$ cat config.mk
export PLATFORM = sky130hd
export DESIGN_NAME = sts_ctrl
export DESIGN_NICKNAME = d
export VERILOG_FILES = /design/src/sts_pkg.sv /design/src/sts_ctrl.sv
export SDC_FILE = /design/constraint.sdc
export NUM_CORES = 1
export LEC_CHECK = 0
export BUFFER_PORTS_ARGS = -buffer_cell sky130_fd_sc_hd__buf_2
export CELL_PAD_IN_SITES_DETAIL_PLACEMENT = 1
export CELL_PAD_IN_SITES_GLOBAL_PLACEMENT = 1
export CORE_MARGIN = 4
export CORE_UTILIZATION = 43
export DETAILED_ROUTE_END_ITERATION = 7
export GPL_ROUTABILITY_DRIVEN = 0
export MAX_ROUTING_LAYER = met4
export PLACE_DENSITY_LB_ADDON = 0.12
export SYNTH_ARGS = -nofsm -noshare
export SYNTH_HDL_FRONTEND = slang
export SYNTH_SLANG_ARGS = --single-unit
$ cat constraint.sdc
create_clock -name clk -period 3.4 [get_ports clk]
set_clock_uncertainty 0.2 [all_clocks]
set_input_delay 0.17 -clock clk [delete_from_list [all_inputs] [get_ports clk]]
set_output_delay 0.17 -clock clk [all_outputs]
set_load 0.1 [all_outputs]
$ cat src/sts_pkg.sv
`timescale 1ns / 1ps
`default_nettype none
// ----------------------------------------------------------------------------
// sts_pkg
// Shared types and constants for the sphere triangle subdivider.
// ----------------------------------------------------------------------------
package sts_pkg;
  localparam int CoordW = 16;
  localparam int FracBits = 14;
  localparam int MaxDepth = 3;
  localparam int SumW = CoordW + 1;
  localparam int NormW = 2 * SumW + 2;
  localparam int QW = FracBits + 1;
  localparam int AccW = NormW + 2 * QW + 4;

  typedef logic signed [CoordW-1:0] coord_t;
  typedef struct packed {
    coord_t z;
    coord_t y;
    coord_t x;
  } vec_t;

  typedef enum logic [3:0] {
    ST_IDLE,
    ST_LOAD,
    ST_MID_START,
    ST_MID_WAIT,
    ST_DESCEND,
    ST_EMIT,
    ST_ASCEND,
    ST_NEXT
  } state_t;

  typedef struct packed {
    logic load;
    logic mid_start;
    logic [1:0] mid_sel;
    logic push_row;
    logic pick_child;
    logic emit;
  } cmd_t;

  typedef struct packed {
    logic mid_done;
    logic [1:0] mid_cnt;
  } stat_t;
endpackage
`default_nettype wire

$ cat src/sts_ctrl.sv
`timescale 1ns / 1ps
`default_nettype none
// ----------------------------------------------------------------------------
// sts_ctrl
// Depth-first traversal controller for the subdivision tree.
// ----------------------------------------------------------------------------
module sts_ctrl (
  input  wire             clk,
  input  wire             rst,
  input  wire             in_fire,
  input  wire [1:0]       depth,
  input  sts_pkg::stat_t  stat,
  input  wire             out_busy,
  output logic            in_ready,
  output logic            emit_last,
  output sts_pkg::cmd_t   cmd,
  output logic [1:0]      level,
  output logic [1:0]      child
);
  sts_pkg::state_t state, state_next;
  logic [1:0] lvl, lvl_next;
  logic [1:0] cpos [3];
  logic [1:0] dep;
  logic [6:0] cnt;
  logic [6:0] total;

  assign total = 7'd1 << (2 * dep);
  assign emit_last = (cnt + 7'd1 == total);
  assign level = lvl;

  always_comb begin
    state_next = state;
    unique case (state)
      sts_pkg::ST_IDLE: if (in_fire) state_next = sts_pkg::ST_LOAD;
      sts_pkg::ST_LOAD: state_next = (lvl < dep) ? sts_pkg::ST_MID_START : sts_pkg::ST_EMIT;
      sts_pkg::ST_MID_START: state_next = sts_pkg::ST_MID_WAIT;
      sts_pkg::ST_MID_WAIT:
        if (stat.mid_done)
          state_next = (stat.mid_cnt == 2'd2) ? sts_pkg::ST_DESCEND : sts_pkg::ST_MID_START;
      sts_pkg::ST_DESCEND: state_next = sts_pkg::ST_LOAD;
      sts_pkg::ST_EMIT:
        if (!out_busy) state_next = emit_last ? sts_pkg::ST_IDLE : sts_pkg::ST_ASCEND;
      sts_pkg::ST_ASCEND: if (cpos[lvl - 2'd1] != 2'd3) state_next = sts_pkg::ST_NEXT;
      sts_pkg::ST_NEXT: state_next = sts_pkg::ST_LOAD;
      default: state_next = sts_pkg::ST_IDLE;
    endcase
  end

  always_comb begin
    cmd = '0;
    in_ready = (state == sts_pkg::ST_IDLE) && !out_busy;
    cmd.load = in_fire;
    cmd.mid_sel = stat.mid_cnt;
    child = cpos[lvl];
    lvl_next = lvl;
    unique case (state)
      sts_pkg::ST_LOAD: cmd.push_row = (lvl < dep);
      sts_pkg::ST_MID_START: cmd.mid_start = 1'b1;
      sts_pkg::ST_DESCEND: begin
        cmd.pick_child = 1'b1;
        child = 2'd0;
      end
      sts_pkg::ST_EMIT: cmd.emit = !out_busy;
      sts_pkg::ST_ASCEND: lvl_next = lvl - 2'd1;
      sts_pkg::ST_NEXT: begin
        cmd.pick_child = 1'b1;
        child = cpos[lvl];
      end
      default: ;
    endcase
  end

  always_ff @(posedge clk) begin
    if (rst) begin
      state <= sts_pkg::ST_IDLE;
      lvl <= 2'd0;
      cnt <= 7'd0;
      dep <= 2'd0;
      for (int i = 0; i < 3; i++) cpos[i] <= 2'd0;
    end else begin
      state <= state_next;
      unique case (state)
        sts_pkg::ST_IDLE: if (in_fire) begin
          lvl <= 2'd0;
          cnt <= 7'd0;
          dep <= depth;
        end
        sts_pkg::ST_DESCEND: begin
          cpos[lvl] <= 2'd0;
          lvl <= lvl + 2'd1;
        end
        sts_pkg::ST_EMIT: if (!out_busy) cnt <= cnt + 7'd1;
        sts_pkg::ST_ASCEND: if (cpos[lvl - 2'd1] != 2'd3) begin
          cpos[lvl - 2'd1] <= cpos[lvl - 2'd1] + 2'd1;
          lvl <= lvl_next;
        end else lvl <= lvl_next;
        sts_pkg::ST_NEXT: lvl <= lvl + 2'd1;
        default: ;
      endcase
    end
  end
endmodule
`default_nettype wire
Word level (Yosys, flattened, before mapping)
Memory sizes are Yosys's and may differ from the RTL's. A register that Yosys moved wholly into a read port is not among the register bits.
Index checks and enable logic that the tools add are counted.
Widths: inputs -> output; s select.
Operators by class
  add/sub/neg operators: 4
  magnitude comparators: 1
  eq/ne operators: 14
  shift operators: 1
  muxes and demuxes: 35
  reductions and logical operators: 12
Operator list (count)
  $pmux 4 s7: 1
  $eq 4x3->1 const B: 4
  $mux 2: 8
  $mux 4: 4
  $mux 1: 15
  $mux 7: 2
  $pmux 7 s2: 1
  $ne 2x2->1 const B: 5
  $mux 3: 3
  $eq 4x2->1 const B: 2
  $add 7x1->7 const B: 1
  $eq 7x7->1: 1
  $shl 1x3->7 const A: 1
  $pmux 2 s3: 1
  $reduce_or 2->1: 3
  $add 2x1->2 const B: 2
  $eq 4x1->1 const B: 1
  $logic_not 4->1: 1
  $reduce_and 2->1: 2
  $reduce_and 4->1: 1
  $reduce_and 3->1: 1
  $reduce_bool 3->1: 1
  $eq 2x2->1 const B: 1
  $lt 2x2->1: 1
  4 further kinds: 4
Word-level totals
  flip-flop bits (word level): 15
  memory bits (writable): 6
  bits of input ports: 9
  output and inout bits: 13
  word-level logic and storage cells: 72
  memories kept: 1
Memories
  cpos: words 3, width 2, rd ports 2, clocked after Yosys merged registers in 1, write ports 3, line sts_ctrl.sv:22  | logic [1:0] cpos [3];

Depth between registers and ports, before layout
An unclocked memory read counts as a cell.
  depth after elaboration: 9
  depth in mapped cells: 7
  gate-level depth less buffers: 6

Worst setup path before layout
Ideal clock, no wire load.
  path type: register to output
  start point: register lvl[1], in the netlist level[1]
  end point: output port cmd[2] in the netlist's numbering
  arrival: 3.864 ns
  data required time: 3.030 ns
  path slack: -0.834 ns
  stages on the path, launching flop included: 4
  path buffers: 0
  cell sequence: dfxtp_1 ha_1 a21oi_1 nor3b_1
RTL lines
  from (decl): line sts_ctrl.sv:21  | logic [1:0] lvl, lvl_next;
  from (signal assigned): line sts_ctrl.sv:90  | lvl <= lvl + 2'd1;
  from (signal assigned): line sts_ctrl.sv:95  | lvl <= lvl_next;
  from (signal assigned): line sts_ctrl.sv:96  | end else lvl <= lvl_next;
  to (decl): line sts_ctrl.sv:16  | output sts_pkg::cmd_t cmd,

Worst setup path after layout
  start point: register cnt[0]
  end point: output port emit_last
On the way
  longest elaborated chain between the ends: 2
RTL lines
  from (decl): line sts_ctrl.sv:24  | logic [6:0] cnt;
  from (signal assigned): line sts_ctrl.sv:92  | sts_pkg::ST_EMIT: if (!out_busy) cnt <= cnt + 7'd1;
  $add 7x1->7: line sts_ctrl.sv:28  | assign emit_last = (cnt + 7'd1 == total);
  $eq 7x7->1: line sts_ctrl.sv:28
  to (decl): line sts_ctrl.sv:15  | output logic emit_last,
No other way between the ends.

==> flow_summary.toml <==
[synthesis]
synth-main-ff-cell = "dfxtp_1"
syn_area_um2 = 1590
ys_ff_latch = 24
synth-async-reset-ratio_pct = 0
ys.warnings.count = 0
synth_edf_count = 8
synth_cell_types = 52
yosysSeqAreaShare_pct = 35.3
synthesis.nets = 190
syn_inst = 178
postSynthAreaPerCell_um2 = 8.93

[finish]
seq_area_um2 = 561
antenna_cells = 0
fillers = 427
multiInputGateArea_um2 = 938
syn_to_final_growth_pct = 11.5
nets = 208
drive_gt1_share_pct = 22.6

[timing]
period_needed_ns = 2.86
finalMaxSlewViolations = 0
finalHoldViolCount = 0
tightest_slew_ns = 0.625
rsz0062_at_grt = "false"
fin_crit_sh_pct = 84.2
hold_slack_ns = 0.0959
setup_viol = 0
fmax_mhz = 349
slew-limit-headroom_pct = 58.3
tns_ns = 0

[pwr]
p_sw_uw = 733
pwr_density_cell_nw_per_um2 = 762
worst_ir_drop_vdd_mv = 0.583
p_leak_nw = 0.675
power_frac_seq_pct = 31.6
clockPowerShare_pct = 13.1
swShare_pct = 54.3
fin_total_pwr_mw = 1.35
power.internal_uw = 616
combPwrFrac_pct = 55.3

[drt]
drtPass1Iterations = 4
vias = 1413
drt-total-wl_mm = 4.33
viasPerCell = 5.86
routedWlPerCell_um = 18.0
drtAntennaViolNets = 0
drcViolationCount = 0
drtIter0Drc = 98

[floorplan]
boundaryPins = 22
die_y_um = 68.8
core_um2 = 3440
rows = 21
dieArea_um2 = 4730
start_util_pct = 46.2
chipWidth_um = 68.8

[grt]
grt_max_degree = 20
grt.overflow.total = 0
grt_pass1_vias = 1496
grt.total_usage_pct = 22.0
grt_pass1_wl_mm = 7.52
antenna_found_initial = 0

[placed_design]
io_buffers = 21
place_hpwl_mm = 3.36

[worst_setup_path]
cp_slowest_stage_delay_ns = 0.45
crit_slowest_cell = "buf_2"
r2r_end = "cpos[3][1]"
cp.depth = 6
r2r_start = "level[0]"
r2r_slack_ns = 0.59
start_kind = "flip-flop"
crit_chain = "ha_1 > and3_1 > a311oi_1 > and4_1 > a21boi_1 > buf_2"
crit_arrival_ns = 2.49
ff2ff_path_depth = 5
worstSetupPathType = "reg2out"
critPathRequiredTime_ns = 3.03
critPathMaxFanout = 8
cpLargestDelayFamily = "simple AND/OR/NAND/NOR gates"
path_buf_inv = 1
endpoint_kind = "output pin"

[clocking]
cts.sinks = 24
cts-root-buf = "clkbuf_8"
cts_made_buffers = 3
cts_tree = "done"
h-tree-depth = 1
cts_resized = 0
clk_path_buf_depth = 2
postCtsHoldBufs = 2
cts.reportedPaths.clkPinSlew_ns = 0.08
clk_latency_ns = 0.27
cts_setup_buffers = 0

[min_path]
hold_class = "in2reg"
holdCritStartpoint = "rst"
worstHoldEndpoint = "dep[1]"
worstHoldPathCells = 2

[run]
maxCapViolCount = 0

[status]
outcome = "finished, final reports clean"
stage by stage:
step           util [%]  cells  setup slack [ns]  cell area [um2]
2_1_floorplan         -    178            0.0416             1600
3_3_place_gp       49.6    235             0.714             1710
3_5_place_dp       49.6    235             0.610             1710
4_1_cts            51.5    241             0.543             1770
5_1_grt            51.5    241             0.422             1770
6_report           51.5    241             0.539             1770
per-layer routing:
layer	wire, um	track usage, %	share of wire [%]
met5	0	-	0
met4	22	5.60	0.51
met3	198	2.59	4.6
met2	2000	35.4	46
met1	2110	29.5	49
power by group through the flow:
| stage | Sequential [mW] | Clock, mW | Combinational, mW |
|---|---|---|---|
| 2_1_floorplan | 0.401 | 0 | 0.628 |
| 3_3_place_gp | 0.426 | 0 | 0.720 |
| 3_5_place_dp | 0.434 | 0 | 0.740 |
| 4_1_cts | 0.426 | 0.183 | 0.746 |
| 5_1_grt | 0.437 | 0.191 | 0.803 |
| 6_report | 0.427 | 0.176 | 0.746 |
sequential cells by signal (all words and copies together) (netlist names), named ones only:
| signal | flops |
|---|---|
| cnt | 7 |
| cpos | 8 |
| dep | 2 |
| level | 2 |
| state | 3 |
worst max-delay path by stage:
stage,from,endpoint
3_5_place_dp,level[0],cpos[3][0]
4_1_cts,cnt[0],emit_last
5_1_grt,cnt[0],emit_last
6_report,cnt[0],emit_last
3_3_place_gp,level[0],cpos[3][0]
2_1_floorplan,level[0],cpos[3][0]
logic make-up after synthesis:
| logic type | synth area share [%] |
|---|---|
| multiplexers | 6.30 |
| AO/OA/AOI/OAI | 18.5 |
| flip-flops | 35.3 |
| buffers and inverters | 6.38 |
| XOR/XNOR | 4.96 |
| adder cells (fa/ha/maj) | 2.36 |
| AND/OR/NAND/NOR | 26.2 |
placed cells by master (no fill, tap or decap), drive strengths merged, types with 3 or more instances in the layout:
master / count
mux4: 4
and2: 3
dfxtp: 16
or3: 4
o21ai: 9
nand2b: 6
a21oi: 12
nor2: 22
xnor2: 8
a21boi: 3
and3: 6
edfxtp: 8
ha: 3
nand3: 9
a311oi: 3
a211oi: 3
inv: 10
nor3: 6
nand3b: 4
nand2: 7
clkbuf: 4
buf: 22
cell type report:
class                      instances  area share (%)
timing repair buffer              24            7.49
clock buffer                       4            2.54
tap                               46            3.25
sequential                        24            31.6
multi-input combinational        133            53.0
inverter                          10            2.12
cell usage after synthesis, drive strengths merged (4+ instances only):
cell type	instances	share of area [%]
mux4	4	5.7
inv	10	2.4
xnor2	8	4.4
or3	4	1.9
a21oi	12	3.8
nor2	22	5.4
edfxtp	8	15
nand3b	4	1.9
buf	10	3.8
nand3	9	3.1
o21ai	9	2.8
nor3	6	2.2
and3	6	2.4
dfxtp	16	20
nand2b	6	2.8
nand2	7	1.7
No activity file was read; power rests on OpenSTA's default activity.
