===== src/sts_pkg.sv =====
`timescale 1ns / 1ps
`default_nettype none
// ----------------------------------------------------------------------------
// sts_pkg
// Shared types and constants for the sphere triangle subdivider.
// ----------------------------------------------------------------------------
package sts_pkg;
  localparam int CoordW = 16;
  localparam int FracBits = 14;
  localparam int MaxDepth = 3;
  localparam int SumW = CoordW + 1;
  localparam int NormW = 2 * SumW + 2;
  localparam int QW = FracBits + 1;
  localparam int AccW = NormW + 2 * QW + 4;

  typedef logic signed [CoordW-1:0] coord_t;
  typedef struct packed {
    coord_t z;
    coord_t y;
    coord_t x;
  } vec_t;

  typedef enum logic [3:0] {
    ST_IDLE,
    ST_LOAD,
    ST_MID_START,
    ST_MID_WAIT,
    ST_DESCEND,
    ST_EMIT,
    ST_ASCEND,
    ST_NEXT
  } state_t;

  typedef struct packed {
    logic load;
    logic mid_start;
    logic [1:0] mid_sel;
    logic push_row;
    logic pick_child;
    logic emit;
  } cmd_t;

  typedef struct packed {
    logic mid_done;
    logic [1:0] mid_cnt;
  } stat_t;
endpackage
`default_nettype wire


===== src/sts_norm.sv =====
`timescale 1ns / 1ps
`default_nettype none
// ----------------------------------------------------------------------------
// sts_norm
// Normalizes the sum of two vectors, one component at a time and one quotient bit
// per cycle, with an exact rounding test against the squared length that
// is kept up to date by shifts and adds.
// ----------------------------------------------------------------------------
module sts_norm (
  input  wire                 clk,
  input  wire                 rst,
  input  wire                 start,
  input  sts_pkg::vec_t       p,
  input  sts_pkg::vec_t       q,
  output logic                done,
  output sts_pkg::vec_t       res
);
  typedef enum logic [2:0] {N_IDLE, N_SQ, N_BIT, N_NEXT} nstate_t;

  nstate_t st;
  logic signed [sts_pkg::SumW-1:0] s [3];
  logic [sts_pkg::NormW-1:0] n;
  logic [1:0] comp;
  logic [1:0] sq;
  logic [3:0] bitn;
  logic [sts_pkg::QW-1:0] qv;
  logic [sts_pkg::SumW-1:0] amag;
  logic [2*sts_pkg::SumW-1:0] a2;
  logic [sts_pkg::QW:0] trial;
  logic [sts_pkg::AccW-1:0] lacc;
  logic signed [sts_pkg::AccW-1:0] ms;
  logic [sts_pkg::AccW-1:0] ns;
  logic [sts_pkg::AccW-1:0] lt;
  logic [sts_pkg::AccW-1:0] ms_add;
  logic ok;
  logic [2*sts_pkg::SumW+2*sts_pkg::FracBits+1:0] rhs;
  logic [sts_pkg::SumW-1:0] sqin;
  logic [sts_pkg::QW-1:0] kmax;

  assign kmax = sts_pkg::QW'(1) << sts_pkg::FracBits;
  assign sqin = s[sq][sts_pkg::SumW-1] ? sts_pkg::SumW'(-s[sq]) : sts_pkg::SumW'(s[sq]);
  assign amag = s[comp][sts_pkg::SumW-1] ? sts_pkg::SumW'(-s[comp]) : sts_pkg::SumW'(s[comp]);
  assign trial = {1'b0, qv} | ((sts_pkg::QW+1)'(1) << bitn);
  assign lt = lacc + $unsigned(ms) + ns;
  assign rhs = {a2, 2'b00} << (2 * sts_pkg::FracBits);
  assign ok = trial <= (sts_pkg::QW+1)'(kmax) && lt <= sts_pkg::AccW'(rhs);
  assign ms_add = ok ? ns : '0;

  always_ff @(posedge clk) begin
    done <= 1'b0;
    if (rst) begin
      st <= N_IDLE;
    end else begin
      unique case (st)
        N_IDLE: begin
          if (start) begin
            s[0] <= sts_pkg::SumW'(p.x) + sts_pkg::SumW'(q.x);
            s[1] <= sts_pkg::SumW'(p.y) + sts_pkg::SumW'(q.y);
            s[2] <= sts_pkg::SumW'(p.z) + sts_pkg::SumW'(q.z);
            n <= '0;
            sq <= 2'd0;
            comp <= 2'd0;
            st <= N_SQ;
          end
        end
        N_SQ: begin
          n <= n + sts_pkg::NormW'(sqin * sqin);
          if (sq == 2'd2) begin
            st <= N_NEXT;
            comp <= 2'd0;
          end
          sq <= sq + 2'd1;
        end
        N_NEXT: begin
          a2 <= amag * amag;
          qv <= '0;
          bitn <= 4'(sts_pkg::FracBits);
          lacc <= sts_pkg::AccW'(n);
          ms <= $signed(sts_pkg::AccW'(0) - (sts_pkg::AccW'(n) << (sts_pkg::FracBits + 2)));
          ns <= sts_pkg::AccW'(n) << (2 * sts_pkg::FracBits + 2);
          st <= N_BIT;
        end
        N_BIT: begin
          if (ok) begin
            qv <= trial[sts_pkg::QW-1:0];
            lacc <= lt;
          end
          ms <= (ms >>> 1) + $signed(ms_add);
          ns <= ns >> 2;
          if (bitn == 4'd0) begin
            if (n == '0 || amag == '0) res[16*comp +: 16] <= '0;
            else if (s[comp][sts_pkg::SumW-1])
              res[16*comp +: 16] <= -sts_pkg::CoordW'(ok ? trial[sts_pkg::QW-1:0] : qv);
            else
              res[16*comp +: 16] <= sts_pkg::CoordW'(ok ? trial[sts_pkg::QW-1:0] : qv);
            if (comp == 2'd2) begin
              st <= N_IDLE;
              done <= 1'b1;
            end else begin
              comp <= comp + 2'd1;
              st <= N_NEXT;
            end
          end else begin
            bitn <= bitn - 4'd1;
          end
        end
        default: st <= N_IDLE;
      endcase
    end
  end
endmodule
`default_nettype wire


===== src/sts_datapath.sv =====
`timescale 1ns / 1ps
`default_nettype none
// ----------------------------------------------------------------------------
// sts_datapath
// Holds the current triangle, the per-level vertex stack and the output
// register, and drives the midpoint normalizer.
// ----------------------------------------------------------------------------
module sts_datapath (
  input  wire             clk,
  input  wire             rst,
  input  sts_pkg::cmd_t   cmd,
  input  wire [1:0]       level,
  input  wire [1:0]       child,
  input  wire [143:0]     in_data,
  input  wire             last,
  output sts_pkg::stat_t  stat,
  output logic [143:0]    out_data,
  output logic            out_last
);
  sts_pkg::vec_t cur [3];
  sts_pkg::vec_t stack [sts_pkg::MaxDepth*6];
  sts_pkg::vec_t np, nq, nres;
  logic ndone;
  logic [1:0] mcnt;
  logic [4:0] base;
  logic [2:0] pk [3];

  assign base = 5'(level) * 5'd6;

  always_comb begin
    unique case (cmd.mid_sel)
      2'd0: begin np = cur[0]; nq = cur[1]; end
      2'd1: begin np = cur[1]; nq = cur[2]; end
      default: begin np = cur[2]; nq = cur[0]; end
    endcase
    unique case (child)
      2'd0: begin pk[0] = 3'd3; pk[1] = 3'd4; pk[2] = 3'd5; end
      2'd1: begin pk[0] = 3'd0; pk[1] = 3'd3; pk[2] = 3'd5; end
      2'd2: begin pk[0] = 3'd1; pk[1] = 3'd4; pk[2] = 3'd3; end
      default: begin pk[0] = 3'd2; pk[1] = 3'd5; pk[2] = 3'd4; end
    endcase
  end

  sts_norm u_norm (
    .clk(clk), .rst(rst), .start(cmd.mid_start), .p(np), .q(nq),
    .done(ndone), .res(nres)
  );

  assign stat.mid_done = ndone;
  assign stat.mid_cnt = mcnt;

  always_ff @(posedge clk) begin
    if (rst) mcnt <= 2'd0;
    else if (cmd.push_row) mcnt <= 2'd0;
    else if (ndone) mcnt <= mcnt + 2'd1;
    if (cmd.load) begin
      cur[0] <= in_data[47:0];
      cur[1] <= in_data[95:48];
      cur[2] <= in_data[143:96];
    end
    if (ndone) stack[base + 5'd3 + 5'(mcnt)] <= nres;
    if (cmd.push_row) begin
      stack[base] <= cur[0];
      stack[base + 5'd1] <= cur[1];
      stack[base + 5'd2] <= cur[2];
    end
    if (cmd.pick_child) begin
      cur[0] <= stack[base + 5'(pk[0])];
      cur[1] <= stack[base + 5'(pk[1])];
      cur[2] <= stack[base + 5'(pk[2])];
    end
    if (cmd.emit) begin
      out_data <= {cur[2], cur[1], cur[0]};
      out_last <= last;
    end
  end
endmodule
`default_nettype wire


===== config.mk =====
export PLATFORM = sky130hd
export DESIGN_NAME = sts_datapath
export DESIGN_NICKNAME = d
export VERILOG_FILES = /design/src/sts_pkg.sv /design/src/sts_norm.sv /design/src/sts_datapath.sv
export SDC_FILE = /design/constraint.sdc
export NUM_CORES = 2
export LEC_CHECK = 0
export ABC_AREA = 0
export BUFFER_PORTS_ARGS = -buffer_cell sky130_fd_sc_hd__buf_4
export CAP_MARGIN = 10
export CELL_PAD_IN_SITES_DETAIL_PLACEMENT = 1
export CELL_PAD_IN_SITES_GLOBAL_PLACEMENT = 2
export CORE_UTILIZATION = 26
export CTS_BUF_LIST = sky130_fd_sc_hd__clkbuf_8
export DETAILED_ROUTE_END_ITERATION = 10
export HOLD_SLACK_MARGIN = 0.06
export PLACE_DENSITY = 0.51
export SLEW_MARGIN = 20
export SYNTH_ARGS = -nofsm -noshare
export SYNTH_HDL_FRONTEND = slang
export SYNTH_SLANG_ARGS = --single-unit

===== constraint.sdc =====
create_clock -name clk -period 15.8 [get_ports clk]
set_clock_uncertainty 0.15 [all_clocks]
set_input_delay 3.16 -clock clk [delete_from_list [all_inputs] [get_ports clk]]
set_output_delay 3.16 -clock clk [all_outputs]
set_load 0.05 [all_outputs]

==> After elaboration in Yosys (flattened, before gate mapping) <==
Memories as Yosys holds them, arrays and structs flattened. A register that Yosys moved wholly into a read port is not among the register bits.
Cells that the tools add are included.
{ "word_totals": {"reg_bits": 502, "ram_bits": 1059, "in_bits": 158, "out_inout_bits": 148, "word_cells": 146, "n_memories": 3} }
{ "mem_list": {"columns": ["memory", "depth", "word_bits", "read_ports", "rd_clocked_by_memory_dff", "write_ports", "line_no", "source"], "rows": [
  ["stack", 18, 48, 3, 0, 4, "sts_datapath.sv:21", "sts_pkg::vec_t stack [sts_pkg::MaxDepth*6];"],
  ["cur", 3, 48, 3, 0, 3, "sts_datapath.sv:20", "sts_pkg::vec_t cur [3];"],
  ["u_norm.s", 3, 17, 2, 2, 3, "sts_norm.sv:21", "logic signed [sts_pkg::SumW-1:0] s [3];"]
]} }
{ "op_classes": {"addsub": 23, "multipliers": 3, "n_lt_le_gt_ge": 2, "eq_ne": 14, "shift": 5, "muxes": 51, "bitwise": 7, "reduce_logical": 21} }
{ "ops": {"columns": ["cell", "count"], "rows": [
  ["70-bit case mux with 2 select lines", 3],
  ["48-bit two-way mux", 5],
  ["48-bit case mux with 2 select lines", 2],
  ["48-bit bitwise mux", 3],
  ["70-bit adder", 2],
  ["70-bit two-way mux", 2],
  ["16-bit by 34-bit variable part select with 48-bit output", 2],
  ["36-bit case mux with 2 select lines", 1],
  ["69-bit by 70-bit adder with 70-bit output", 1],
  ["70-bit by 64-bit less-or-equal comparator with 1-bit output", 1],
  ["17-bit by 17-bit multiplier with 34-bit output", 2],
  ["1-bit by 52-bit subtractor with 53-bit output, first input constant", 1],
  ["16-bit by 16-bit adder with 17-bit output", 3],
  ["16-bit by 34-bit variable shift with 48-bit output, first input constant", 1],
  ["16-bit by 34-bit variable part select with 48-bit output, first input constant", 1],
  ["36-bit by 34-bit adder with 36-bit output", 1],
  ["36-bit logical NOT", 1],
  ["36-bit two-way mux", 1],
  ["17-bit two-way mux", 2],
  ["17-bit negator", 2],
  ["6-bit negator with 34-bit output", 1],
  ["15-bit two-way mux", 2],
  ["15-bit case mux with 2 select lines", 1],
  ["8-bit case mux with 3 select lines", 1],
  ["other kinds (40)", 84]
]} }

==> Depth between registers and ports, before layout <==
{ "depth": {"depth_word": 10, "depth_mapped": 50, "ltp_nobuf": 47} }

==> Modules after synthesis <==
Synthesis repeated with hierarchy kept, for this count alone.
{ "hier_totals": {"hier_cells": 10950, "hier_area_um2": 116520.5} }
{ "by_module_without_submodules": {"columns": ["mod", "n_inst", "cells_each", "area_per_inst_um2", "seq_area_each_um2"], "rows": [
  ["sts_datapath", 1, 5912, 69849.5, 34663.2],
  ["sts_norm", 1, 5038, 46671.0, 12061.6]
]} }

==> Worst setup path before layout <==
OpenSTA, ideal clock, no wires.
{ "synth_path": {"path_kind": "input port to flip-flop", "start": "input port rst", "end": "register u_norm.lacc[0] (netlist name) (enable)", "setup_ns": 0.450, "arrival_time_ns": 11.722, "required_time_ns": 15.200, "slack_ns": 3.478, "cell_stages": 3, "path_buffers": 1, "path_cell_list": "clkbuf_1 nor2b_1 o21a_1"} }
{ "synth_between": {"elab_chain_cells": 2} }
{ "synth_rtl": {"columns": ["element", "line_no", "source"], "rows": [
  ["start, declared", "sts_datapath.sv:10", "input wire rst,"],
  ["1-bit NOT (no source line)", null, null],
  ["3-bit AND reduction (no source line)", null, null],
  ["end signal, assigned", "sts_norm.sv:78", "lacc <= sts_pkg::AccW'(n);"],
  ["end signal, assigned", "sts_norm.sv:86", "lacc <= lt;"],
  ["end, declared", "sts_norm.sv:30", "logic [sts_pkg::AccW-1:0] lacc;"]
]} }
Every way passes these cells.
A chain may end at the register's enable or synchronous reset.

==> Worst setup path after layout <==
{ "layout_path": {"start": "register u_norm.ms[2] (netlist name)", "end": "register u_norm.ms[69] (netlist name), data pin"} }
{ "layout_between": {"elab_chain_cells": 7} }
{ "layout_rtl": {"columns": ["element", "line_no", "source"], "rows": [
  ["start, declared", "sts_norm.sv:31", "logic signed [sts_pkg::AccW-1:0] ms;"],
  ["start signal, assigned", "sts_norm.sv:79", "ms <= $signed(sts_pkg::AccW'(0) - (sts_pkg::AccW'(n) << (sts_pkg::FracBits + 2)));"],
  ["start signal, assigned", "sts_norm.sv:88", "ms <= (ms >>> 1) + $signed(ms_add);"],
  ["70-bit adder (2 in a row)", "sts_norm.sv:44", "assign lt = lacc + $unsigned(ms) + ns;"],
  ["net u_norm.lt (one bit)", "sts_norm.sv:33", "logic [sts_pkg::AccW-1:0] lt;"],
  ["70-bit by 64-bit less-or-equal comparator with 1-bit output", "sts_norm.sv:46", "assign ok = trial <= (sts_pkg::QW+1)'(kmax) && lt <= sts_pkg::AccW'(rhs);"],
  ["1-bit logical AND", "sts_norm.sv:46", null],
  ["70-bit two-way mux", "sts_norm.sv:47", "assign ms_add = ok ? ns : '0;"],
  ["69-bit by 70-bit adder with 70-bit output", "sts_norm.sv:88", null],
  ["70-bit case mux with 2 select lines", "sts_norm.sv:54", "unique case (st)"]
]} }
The timed path passes the listed nets, and every way through them passes these cells.

==> flow_summary_export.csv <==
group,metric,value,unit
status,status,"finished clean",
route,viasPerCell,5.232,
worst_setup_path,start_kind,"flop",
floorplan,io-pin-count,306,
global_route,grtUsageTotal,0.2282,
clocking,post_cts_resized,0,
sta,finalHoldViolCount,0,
worst_hold_path,whs_path_depth,2,
clocking,cts_htree_levels,5,
worst_setup_path,crit_buf_inv,1,
global_route,antenna_found_initial,43,
route,drtIter0Drc,7586,
clocking,post-cts-setup-buffers,0,
worst_setup_path,ff2ff_path_depth,43,
sta,holdWs,0.3629,ns
placement,preCtsSetupSlack,2.479,ns
clocking,numCtsBuffers,325,
clocking,path_clk_slew,0.06,ns
logic_synthesis,synth_top_area_frac,0.3995,
worst_setup_path,r2r-start,"u_norm.ms[2]",
flow_run,maxCapViolCount,0,
global_route,grt_pass1_vias,95380,
worst_hold_path,min_from,"u_norm.sq[1]",
logic_synthesis,synth.avg_cell_area,10.79,sq um
route,wl_per_cell,30.80,um
logic_synthesis,ys.flop_type,"edfxtp_1",
route,drc,0,
sta,max_freq,0.07637,GHz
sta,rsz0062_at_grt,"no",
placement,gp_routability_congestion,0.8315,
logic_synthesis,postSynthCellCount,10790,
logic_synthesis,yosysMostFrequentCell,"nand2_1",
finish,nets,11970,
worst_setup_path,path_max_fanout,49,
sta,setup_tns,0,ns
worst_setup_path,max_stage_delay,0.74,ns
route,vias,89190,
logic_synthesis,yosysWarningCount,0,
logic_synthesis,synth-async-reset-ratio,0,
clocking,cts_tree,"done",
logic_synthesis,synthSimpleGateAreaFrac,0.1223,
sta,max_slew_margin,0.1785,
worst_hold_path,hp-class,"reg -> reg",
sta,period_needed,13.09,ns
worst_setup_path,cp.arrival,13.82,ns
logic_synthesis,synth_area,116500,sq um
sta,fin_ws,2.706,ns
logic_synthesis,synth_xor_area_frac,0.02104,
finish,drive_gt1_frac,0.1653,
worst_setup_path,startpoint,"u_norm.ms[2]",
logic_synthesis,ys_top_cells_by_count,"nand2_1 (2,145), edfxtp_1 (1,550), inv_1 (940), mux4_2 (720), nor2_1 (693)",
floorplan,initial_core_util,0.2614,
logic_synthesis,synth_seq_area_share,0.4010,
sta,setup_viol,0,
finish,fillers,49600,
route,first_pass_iters,6,
global_route,grt_pass1_wl,739100,um
clocking,clk_latency,1.18,ns
sta,worst_pin_slew,1.232,ns
clocking,clk_path_buf_depth,4,
logic_synthesis,synth_top_family_by_area,"multiplexers",
worst_setup_path,cp.required,16.52,ns
floorplan,fp.dieArea,450800,sq um
placement,hpwlAfterDp,359000,um
logic_synthesis,synth_compound_area_frac,0.08784,
logic_synthesis,synth-edff-count,1550,
global_route,grt_max_degree,123,
worst_setup_path,crit_path_top_delay_cell,"o311ai_0",
logic_synthesis,ys_types,95,
clocking,cts_sinks,1559,
route,ant_nets,0,
worst_setup_path,critPathKind,"reg -> reg",
logic_synthesis,synth_top_area_cell,"edfxtp_1",
sta,finalCritPeriodShare,0.8288,
floorplan,chipWidth,671.4,um
floorplan,fp.coreArea,445700,sq um
finish,syn2layout_area_growth,12.81,%
logic_synthesis,synth_area_leaders,"edfxtp_1 (40%), mux4_2 (14%), fa_1 (8.5%), nand2_1 (6.9%), ha_1 (5.0%)",
floorplan,chipHeight,671.4,um
global_route,gr-total-overflow,0,
clocking,ctsHoldBuffers,0,
worst_setup_path,cp.depth,43,
logic_synthesis,muxShareOfSynthArea,0.1768,
logic_synthesis,synth_fa_ha_area_frac,0.1340,
worst_setup_path,r2r_slack,2.71,ns
route,postRouteWirelength,525000,um
floorplan,rows,245,
worst_setup_path,r2r_end,"u_norm.ms[69]",
logic_synthesis,ys_ff_latch,1559,
placement,numPortBuffers,305,
clocking,cts_root_buf,"clkbuf_8",
worst_setup_path,cp_top_family,"compound AO/OA/AOI/OAI gates",
sta,drv_slew,0,
worst_setup_path,cp-end-kind,"flop",
area by class of cell:
class                           count  area [sq um]  area share
Clock inverter                    243          1335     0.01016
Tap cell                         5928          7417     0.05643
Sequential cell                  1559         46720      0.3555
Clock buffer                      328          4514     0.03435
Inverter                          955          3585     0.02727
Timing Repair Buffer              515          4019     0.03058
Multi-Input combinational cell   7501         63790      0.4854
Antenna cell                       18         45.04   0.0003427
layer usage:
metal | vias up | global-route usage | wire, um
li1 | 38540 | - | -
met1 | 47340 | 0.3066 | 233200
met2 | 2570 | 0.3861 | 252000
met3 | 737 | 0.02976 | 24980
met4 | 4 | 0.06114 | 14820
met5 | - | 0 | 29
how the worst max path moves through the flow:
stage                           endpoint  slack (ns)
after floorplan           u_norm.lacc[0]        3.48
after global placement     u_norm.ms[69]        2.76
after detailed placement   u_norm.ms[69]        2.48
after CTS                  u_norm.ms[69]        2.48
after global routing       u_norm.ms[69]        1.73
final                      u_norm.ms[69]        2.71
cell usage in the layout (no fill, tap or decap), drive strengths merged, types with 31 or more instances in the layout:
master  count
nor2b      32
mux2       99
edfxtp   1550
xnor2     185
mux4      720
nand4      50
fa        492
nor2      693
a211oi     31
a31oi     278
nand2b     35
o21a       33
o211ai    162
a21oi     305
and2      176
clkinv    127
buf       514
nand2    2145
nor3       75
and3       32
nand3      81
mux2i     327
ha        461
clkbuf    329
a21o      118
xor2       94
inv      1058
o21ai     571
worst min-delay path, cell delays in order (launching register included):
cell	delay, ns
edfxtp_1	0.35
nand2_1	0.05
o21ai_0	0.08
flip-flops by register name (all words and copies together), names as in the netlist, 4 cells and up, named ones only:
register     cells
cur            144
u_norm.ns       66
u_norm.bitn      4
u_norm.qv       15
u_norm.s        51
u_norm.a2       33
u_norm.res      48
stack          864
u_norm.lacc     70
u_norm.n        36
out_data       144
u_norm.ms       70
per-stage QoR:
| stage | util | cells | area (sq um) |
|---|---|---|---|
| 2_1_floorplan | - | 10810 | 116600 |
| 3_3_place_gp | 0.2816 | 16460 | 125500 |
| 3_5_place_dp | 0.2816 | 16460 | 125500 |
| 4_1_cts | 0.2948 | 17030 | 131400 |
| 5_1_grt | 0.2948 | 17040 | 131400 |
| 6_report | 0.2949 | 17050 | 131400 |
kinds of logic (layout without fill, tap and decap cells):
group	Yosys count	after routing
other cells	2	40
mux	1146	1146
compound gates	1674	1674
fa+ha+maj	953	953
buf+inv	1754	2041
xor+xnor	279	279
flops	1559	1559
simple gates	3427	3427
Power is not shown: default switching activity piles up to over one toggle a cycle in this logic, so the estimate is an artifact.
